$ cat config.mk
export PLATFORM = sky130hd
export DESIGN_NAME = lru_key_value_cache_core
export DESIGN_NICKNAME = d
export VERILOG_FILES = /design/src/rtl/core/lkvc_pkg.sv /design/src/rtl/core/lkvc_cell.sv /design/src/rtl/core/lru_key_value_cache_core.sv
export SDC_FILE = /design/constraint.sdc
export NUM_CORES = 2
export LEC_CHECK = 0
export ABC_AREA = 1
export CAP_MARGIN = 0
export CORE_UTILIZATION = 24
export DETAILED_ROUTE_END_ITERATION = 12
export DONT_BUFFER_PORTS = 1
export GPL_TIMING_DRIVEN = 0
export SYNTH_ARGS = -nofsm -noshare
export SYNTH_HDL_FRONTEND = slang
export SYNTH_SLANG_ARGS = --single-unit
$ cat constraint.sdc
create_clock -name clk_i -period 11 [get_ports clk_i]
set_input_delay 1.1 -clock clk_i [delete_from_list [all_inputs] [get_ports clk_i]]
set_output_delay 1.1 -clock clk_i [all_outputs]
set_load 0.05 [all_outputs]
$ cat src/rtl/core/lkvc_pkg.sv
`default_nettype none

package lkvc_pkg;

  // Default number of cells and fixed field widths
  localparam int unsigned ENTRIES_DEF = 16;
  localparam int unsigned DATA_W      = 32;
  localparam int unsigned CAP_W       = 5;

  localparam logic [CAP_W-1:0]         CAP_RESET  = 5'd16;
  localparam logic signed [DATA_W-1:0] MISS_VALUE = -32'sd1;

  typedef enum logic {
    OP_GET = 1'b0,
    OP_PUT = 1'b1
  } op_e;

  // One input transaction
  typedef struct packed {
    op_e                       opcode;
    logic signed [DATA_W-1:0]  key;
    logic signed [DATA_W-1:0]  value;
  } in_t;

  // One result transaction
  typedef struct packed {
    logic                      hit;
    logic signed [DATA_W-1:0]  read_value;
  } out_t;

  // Lookup token that walks down the cell chain
  typedef struct packed {
    logic              valid;
    logic              found;
    logic              free_found;
    logic [DATA_W-1:0] value;
  } probe_t;

  // How a cell picks itself as the target of an update
  typedef enum logic [1:0] {
    UPD_TOUCH  = 2'd0,
    UPD_EVICT  = 2'd1,
    UPD_INSERT = 2'd2
  } upd_mode_e;

  // Update broadcast from the controller to every cell
  typedef struct packed {
    logic      en;
    upd_mode_e mode;
    logic      write_value;
  } upd_t;

  typedef enum logic [1:0] {
    CTL_IDLE   = 2'd0,
    CTL_PROBE  = 2'd1,
    CTL_COMMIT = 2'd2
  } ctl_e;

endpackage

`default_nettype wire

$ cat src/rtl/core/lkvc_cell.sv
`default_nettype none

module lkvc_cell import lkvc_pkg::*; #(
  parameter int unsigned ENTRIES = ENTRIES_DEF,
  parameter int unsigned IDX     = 0,
  localparam int unsigned RANK_W = $clog2(ENTRIES)
) (
  input  wire logic              clk_i,
  input  wire logic              rst_ni,
  input  wire logic [DATA_W-1:0] key_i,
  input  wire logic [DATA_W-1:0] value_i,
  input  wire upd_t              upd_i,
  input  wire logic [RANK_W-1:0] old_rank_i,
  input  wire logic [RANK_W-1:0] free_idx_i,
  input  wire probe_t            probe_i,
  input  wire logic [RANK_W-1:0] prb_rank_i,
  input  wire logic [RANK_W-1:0] prb_idx_i,
  output probe_t                 probe_o,
  output logic [RANK_W-1:0]      prb_rank_o,
  output logic [RANK_W-1:0]      prb_idx_o
);

  localparam logic [RANK_W-1:0] MY_IDX = RANK_W'(IDX);

  // Entry state
  logic              valid_q;
  logic [RANK_W-1:0] rank_q;
  logic [DATA_W-1:0] key_q;
  logic [DATA_W-1:0] value_q;

  // Probe stage held by this cell
  logic              pv_q;
  logic              found_q;
  logic              free_q;
  logic [DATA_W-1:0] pval_q;
  logic [RANK_W-1:0] prank_q;
  logic [RANK_W-1:0] pidx_q;

  logic match;
  logic sel;
  logic age;

  assign match = valid_q && (key_q == key_i);

  // Decide whether this cell is the update target
  always_comb begin
    case (upd_i.mode)
      UPD_TOUCH:  sel = match;
      UPD_EVICT:  sel = valid_q && (rank_q == old_rank_i);
      UPD_INSERT: sel = (free_idx_i == MY_IDX);
      default:    sel = 1'b0;
    endcase
  end

  // Entries younger than the touched one age by one; an insert ages all
  assign age = !sel && valid_q &&
               ((upd_i.mode == UPD_INSERT) || (rank_q < old_rank_i));

  // Hold valid and rank, apply the broadcast update
  always_ff @(posedge clk_i or negedge rst_ni) begin
    if (!rst_ni) begin
      valid_q <= 1'b0;
      rank_q  <= '0;
      pv_q    <= 1'b0;
    end else begin
      pv_q <= probe_i.valid;
      if (upd_i.en) begin
        if (sel) begin
          valid_q <= 1'b1;
          rank_q  <= '0;
        end else if (age) begin
          rank_q <= rank_q + RANK_W'(1);
        end
      end
    end
  end

  // Write key and value, advance the probe payload
  always_ff @(posedge clk_i) begin
    if (upd_i.en && sel) begin
      if (upd_i.mode != UPD_TOUCH) begin
        key_q <= key_i;
      end
      if (upd_i.write_value) begin
        value_q <= value_i;
      end
    end
    if (probe_i.valid) begin
      found_q <= probe_i.found || match;
      free_q  <= probe_i.free_found || !valid_q;
      pval_q  <= (!probe_i.found && match) ? value_q : probe_i.value;
      prank_q <= (!probe_i.found && match) ? rank_q : prb_rank_i;
      pidx_q  <= (!probe_i.free_found && !valid_q) ? MY_IDX : prb_idx_i;
    end
  end

  assign probe_o.valid      = pv_q;
  assign probe_o.found      = found_q;
  assign probe_o.free_found = free_q;
  assign probe_o.value      = pval_q;
  assign prb_rank_o         = prank_q;
  assign prb_idx_o          = pidx_q;

endmodule

`default_nettype wire

$ cat src/rtl/core/lru_key_value_cache_core.sv
`default_nettype none

// Fully associative key-value cache with least-recently-used replacement,
// built as a chain of ENTRIES cells, each holding one key, value, valid bit
// and recency rank (0 is most recent). A get returns the stored value on a
// hit and -1 on a miss; a put returns 0 and updates, inserts into the lowest
// free cell, or evicts the least recent entry once occupancy reaches the
// capacity register (0 acts as 1, values above ENTRIES act as ENTRIES).
// One transaction is in the cache at a time: the lookup token walks the
// chain one cell per cycle, then all cells update together in one broadcast,
// which waits while the result register is full and stalled. The result
// register lets the next transaction start while the previous result still
// waits. Write the capacity only while the cache is idle. Cells come out of
// reset empty.

module lru_key_value_cache_core import lkvc_pkg::*; #(
  parameter int unsigned ENTRIES = ENTRIES_DEF
) (
  input  wire logic             clk_i,
  input  wire logic             rst_ni,
  input  wire logic             in_valid_i,
  output logic                  in_stall_o,
  input  wire in_t              in_data_i,
  output logic                  out_valid_o,
  input  wire logic             out_stall_i,
  output out_t                  out_data_o,
  input  wire logic             cfg_we_i,
  input  wire logic [CAP_W-1:0] cfg_wdata_i
);

  localparam int unsigned RANK_W = $clog2(ENTRIES);
  localparam int unsigned OCC_W  = $clog2(ENTRIES + 1);
  localparam int unsigned CMP_W  = (OCC_W > CAP_W) ? OCC_W : CAP_W;
  localparam logic [CMP_W-1:0] ENTRIES_CMP = CMP_W'(ENTRIES);

  ctl_e state_q, state_d;

  logic             start_q;
  in_t              req_q;
  logic [CAP_W-1:0] cap_q;
  logic [OCC_W-1:0] occ_q;
  logic             out_valid_q;
  out_t             out_data_q;

  logic in_fire;
  logic out_free;
  logic commit_fire;
  logic occ_full;
  logic [CMP_W-1:0] cap_ext;
  logic [CMP_W-1:0] eff_cap;

  upd_t              upd;
  logic [RANK_W-1:0] old_rank;
  out_t              result;

  // Chain links
  probe_t            prb      [ENTRIES+1];
  logic [RANK_W-1:0] prb_rank [ENTRIES+1];
  logic [RANK_W-1:0] prb_idx  [ENTRIES+1];

  assign in_stall_o  = (state_q != CTL_IDLE);
  assign in_fire     = in_valid_i && !in_stall_o;
  assign out_free    = !out_valid_q || !out_stall_i;
  assign out_valid_o = out_valid_q;
  assign out_data_o  = out_data_q;

  // Inject a fresh token at the head of the chain
  assign prb[0].valid      = start_q;
  assign prb[0].found      = 1'b0;
  assign prb[0].free_found = 1'b0;
  assign prb[0].value      = '0;
  assign prb_rank[0]       = '0;
  assign prb_idx[0]        = '0;

  for (genvar g = 0; g < ENTRIES; g++) begin : g_cell
    lkvc_cell #(
      .ENTRIES (ENTRIES),
      .IDX     (g)
    ) u_cell (
      .clk_i      (clk_i),
      .rst_ni     (rst_ni),
      .key_i      (req_q.key),
      .value_i    (req_q.value),
      .upd_i      (upd),
      .old_rank_i (old_rank),
      .free_idx_i (prb_idx[ENTRIES]),
      .probe_i    (prb[g]),
      .prb_rank_i (prb_rank[g]),
      .prb_idx_i  (prb_idx[g]),
      .probe_o    (prb[g+1]),
      .prb_rank_o (prb_rank[g+1]),
      .prb_idx_o  (prb_idx[g+1])
    );
  end

  // Clamp capacity to the range 1 .. ENTRIES
  assign cap_ext  = CMP_W'(cap_q);
  assign eff_cap  = (cap_ext == '0) ? CMP_W'(1) :
                    ((cap_ext > ENTRIES_CMP) ? ENTRIES_CMP : cap_ext);
  assign occ_full = CMP_W'(occ_q) >= eff_cap;

  // Sequence lookup and commit
  always_comb begin
    state_d     = state_q;
    commit_fire = 1'b0;
    case (state_q)
      CTL_IDLE: begin
        if (in_fire) state_d = CTL_PROBE;
      end
      CTL_PROBE: begin
        if (prb[ENTRIES].valid) begin
          if (out_free) begin
            commit_fire = 1'b1;
            state_d     = CTL_IDLE;
          end else begin
            state_d = CTL_COMMIT;
          end
        end
      end
      CTL_COMMIT: begin
        if (out_free) begin
          commit_fire = 1'b1;
          state_d     = CTL_IDLE;
        end
      end
      default: state_d = CTL_IDLE;
    endcase
  end

  // Form the result and the update broadcast from the finished token
  always_comb begin
    upd.en          = 1'b0;
    upd.mode        = UPD_TOUCH;
    upd.write_value = 1'b0;
    old_rank        = prb_rank[ENTRIES];
    result.hit      = prb[ENTRIES].found;
    if (req_q.opcode == OP_GET) begin
      result.read_value = prb[ENTRIES].found ? $signed(prb[ENTRIES].value) : MISS_VALUE;
      upd.en            = commit_fire && prb[ENTRIES].found;
    end else begin
      result.read_value = '0;
      upd.en            = commit_fire;
      upd.write_value   = 1'b1;
      if (!prb[ENTRIES].found) begin
        if (occ_full) begin
          upd.mode = UPD_EVICT;
          old_rank = RANK_W'(occ_q - OCC_W'(1));
        end else begin
          upd.mode = UPD_INSERT;
        end
      end
    end
  end

  // Control registers
  always_ff @(posedge clk_i or negedge rst_ni) begin
    if (!rst_ni) begin
      state_q     <= CTL_IDLE;
      start_q     <= 1'b0;
      cap_q       <= CAP_RESET;
      occ_q       <= '0;
      out_valid_q <= 1'b0;
    end else begin
      state_q <= state_d;
      start_q <= in_fire;
      if (cfg_we_i) begin
        cap_q <= cfg_wdata_i;
      end
      if (upd.en && (upd.mode == UPD_INSERT)) begin
        occ_q <= occ_q + OCC_W'(1);
      end
      if (commit_fire) begin
        out_valid_q <= 1'b1;
      end else if (!out_stall_i) begin
        out_valid_q <= 1'b0;
      end
    end
  end

  // Hold the request and the result payload
  always_ff @(posedge clk_i) begin
    if (in_fire) begin
      req_q <= in_data_i;
    end
    if (commit_fire) begin
      out_data_q <= result;
    end
  end

endmodule

`default_nettype wire

==> results.py <==
metrics = {
    "placed_design": {
        "io_buffer_count": 0,
        "gp_congestion": 0.966,
        "hpwl_um": 190000,
    },
    "logic_synthesis": {
        "yosys.area.top_type_share": 0.647,
        "yosysTopAreaCell": "edfxtp_1",
        "ys_seq_elements": 1888,
        "synth_nets": 7700,
        "synthArstFlopShare": 0.0583,
        "syn_area_per_cell_um2": 10.9,
        "synthDistinctLibCells": 46,
        "synthCells": 7535,
        "synth_enable_flop_cells": 1778,
        "synth-main-ff-cell": "edfxtp_1",
        "netlist_area_mm2": 0.0825,
        "synth_warnings": 0,
        "synth_most_common_cell": "nand2_1",
        "yosys-top-cells-area": "edfxtp_1, nand2_1, nand4_1",
        "yosysSeqAreaShare": 0.681,
        "ys_top_cells_by_count": "nand2_1, edfxtp_1, inv_1",
    },
    "timing": {
        "relSlewSlack": -0.0734,
        "fin_crit_sh": 0.657,
        "finClkSkew_ps": 122,
        "finalCriticalPeriod_ps": 7230,
        "hold_viol": 0,
        "max_freq_ghz": 0.138,
        "rsz0062_at_grt": "no",
        "tightest_slew_ps": 1610,
        "slew_viol_final": 104,
        "whs_ps": 163,
        "final-setup-viol-count": 0,
        "setup-tns-final_ps": 0,
    },
    "critical_path": {
        "worstSetupPathType": "register to register",
        "startpoint_type": "register",
        "critPathMaxFanout": 21,
        "crit_top_cell": "nand2_1",
        "crit_arrival_ps": 7820,
        "critPathBufInv": 6,
        "critPathCaptureType": "register",
        "slowest_stage": "clkbuf_1",
        "slowest_delay_ps": 770,
        "crit_family": "simple AND/OR/NAND/NOR gates",
        "cp_data_required_time_ps": 11590,
        "ff2ff_setup_slack_ps": 3770,
    },
    "routing": {
        "dr.first_iter.drc_count": 6117,
        "via_per_inst": 4.39,
        "via_count": 55000,
        "first_pass_iters": 6,
        "routedWlPerCell_um": 20.6,
        "routed_wl_um": 258000,
        "postRouteAntennaNets": 0,
        "drc": 0,
    },
    "global_routing": {
        "overflow": 0,
        "grt_pass1_wl_um": 365000,
        "grt_max_degree": 110,
        "track_usage": 0.145,
        "grt_pass1_vias": 52800,
        "antenna_found_initial": 20,
    },
    "clock_tree": {
        "h-tree-depth": 4,
        "clock_sinks": 1888,
        "post_cts_resized": 0,
        "clk_pin_slew_ps": 60,
        "hold_buffers": 1,
        "clock_latency_ps": 900,
        "root_buffer": "clkbuf_16",
        "tritoncts": "yes",
        "cts_max_path_buffers": 4,
        "post_cts_buffers": 0,
        "cts_made_buffers": 203,
    },
    "pwr": {
        "ir_drop_mv": 0.126,
        "fin_total_pwr_mw": 19.3,
        "leakagePower_nw": 37.6,
        "p_per_area_mw_per_mm2": 201,
    },
    "run": {
        "maxCapViolations": 6,
    },
    "status": {
        "violations": "max-capacitance violations, max-slew violations",
        "status": "finished, violations left",
    },
    "floorplan": {
        "die_area_mm2": 0.346,
        "ios": 110,
        "core-area_mm2": 0.341,
        "die_x_um": 588,
        "rows": 214,
        "initial_utilization": 0.242,
        "die_y_um": 588,
    },
    "layout": {
        "final-seq-area_mm2": 0.0562,
        "num-nets-final": 7969,
        "drive_gt1_frac": 0.0973,
        "fillCellCount": 35000,
        "final_core_util": 0.281,
        "multi_input_area_mm2": 0.0225,
        "syn_to_final_growth_pct": 16.2,
    },
    "hold_path": {
        "hold_path_class": "primary input to async pin",
    },
}
cell usage in the layout, fill, tap and decap left out, types with 18 or more instances in the layout:
| master | count |
|---|---|
| buf_4 | 22 |
| nor2_2 | 18 |
| inv_1 | 621 |
| inv_2 | 25 |
| a21oi_1 | 68 |
| nand3_1 | 221 |
| nor3b_1 | 25 |
| or2_2 | 88 |
| nor2_4 | 25 |
| edfxtp_1 | 1778 |
| nor3b_2 | 22 |
| nor3_1 | 71 |
| buf_2 | 164 |
| clkbuf_1 | 145 |
| buf_8 | 25 |
| o21ai_0 | 113 |
| nand4_1 | 611 |
| nand2_1 | 2520 |
| xor2_1 | 62 |
| clkbuf_16 | 207 |
| xnor2_1 | 76 |
| ha_1 | 90 |
| buf_6 | 24 |
| dfrtp_1 | 93 |
| clkinv_2 | 33 |
| nand3b_1 | 21 |
| nor2_1 | 547 |
| clkinv_1 | 44 |
routing by layer:
layer  part of all wire  up-vias  wire [um]  global-route usage
met5            0.00012        -         30                   0
met1               0.43    25700     111000               0.196
met3              0.085      579      21800              0.0291
met4              0.053        6      13700              0.0727
met2               0.43     2252     111000               0.222
li1                   -    26400          -                   -
where the power goes:
| part | total, mW | internal (mW) | switching (mW) |
|---|---|---|---|
| logic | 2.73 | 0.745 | 1.98 |
| clock network | 6.71 | 3.81 | 2.90 |
| registers | 9.85 | 9.00 | 0.847 |
| total | 19.3 | 13.6 | 5.72 |
worst paths after layout:
| path | from | to | cells after the start |
|---|---|---|---|
| setup / recovery | cap_ext[3] | g_cell[2].u_cell.value_q[19] | 25 |
| hold / removal | rst_ni | cap_ext[4] | 0 |
| min in group clk_i | in_data_i[4] | req_q[4] | 0 |
| hold reg to reg | g_cell[15].u_cell.found_q | out_data_o[32] | 0 |
| setup reg to reg | cap_ext[3] | g_cell[2].u_cell.value_q[19] | 25 |
| max in group asynchronous | rst_ni | g_cell[1].u_cell.pv_q | 1 |
layout make-up:
cell class,count,area share
Clock inverter,111,0.00956
Inverter,650,0.0255
Antenna cell,6,0.000157
Sequential cell,1888,0.586
Multi-Input combinational cell,4684,0.235
Timing Repair Buffer,64,0.0117
Tap cell,4536,0.0592
Buffer,313,0.0160
Clock buffer,257,0.0570
flip-flops by register name, summed over array words and instances, names as in the netlist, 15 cells and up:
signal                    cells
g_cell.u_cell.rank_q         64
g_cell.u_cell.key_q         512
g_cell.u_cell.value_q       512
out_data_o                   33
g_cell.u_cell.free_q         15
req_q                        65
g_cell.u_cell.valid_q        16
g_cell.u_cell.pv_q           16
g_cell.u_cell.found_q        16
g_cell.u_cell.pval_q        512
g_cell.u_cell.prb_rank_o     64
g_cell.u_cell.prb_idx_o      49
kinds of logic (layout without fill, tap and decap cells):
family | Yosys count | count (layout) | share of synthesized area
buf+inv | 963 | 1395 | 0.0481
simple gates | 4225 | 4225 | 0.227
other cells | 0 | 6 | 0
xor+xnor | 138 | 138 | 0.0147
fa+ha+maj | 90 | 90 | 0.0137
flops | 1888 | 1888 | 0.681
compound gates | 231 | 231 | 0.0153
per-stage QoR:
| stage | setup WS, ps | cell area (um^2) | cells |
|---|---|---|---|
| finish | 3770 | 95900 | 12500 |
| global route | 3320 | 95800 | 12500 |
| CTS | 3960 | 95800 | 12500 |
| detailed placement | 3870 | 89400 | 12100 |
| global placement | -982 | 88100 | 12100 |
| floorplan | 4730 | 82500 | 7535 |
No activity file was read; power rests on OpenSTA's default activity.
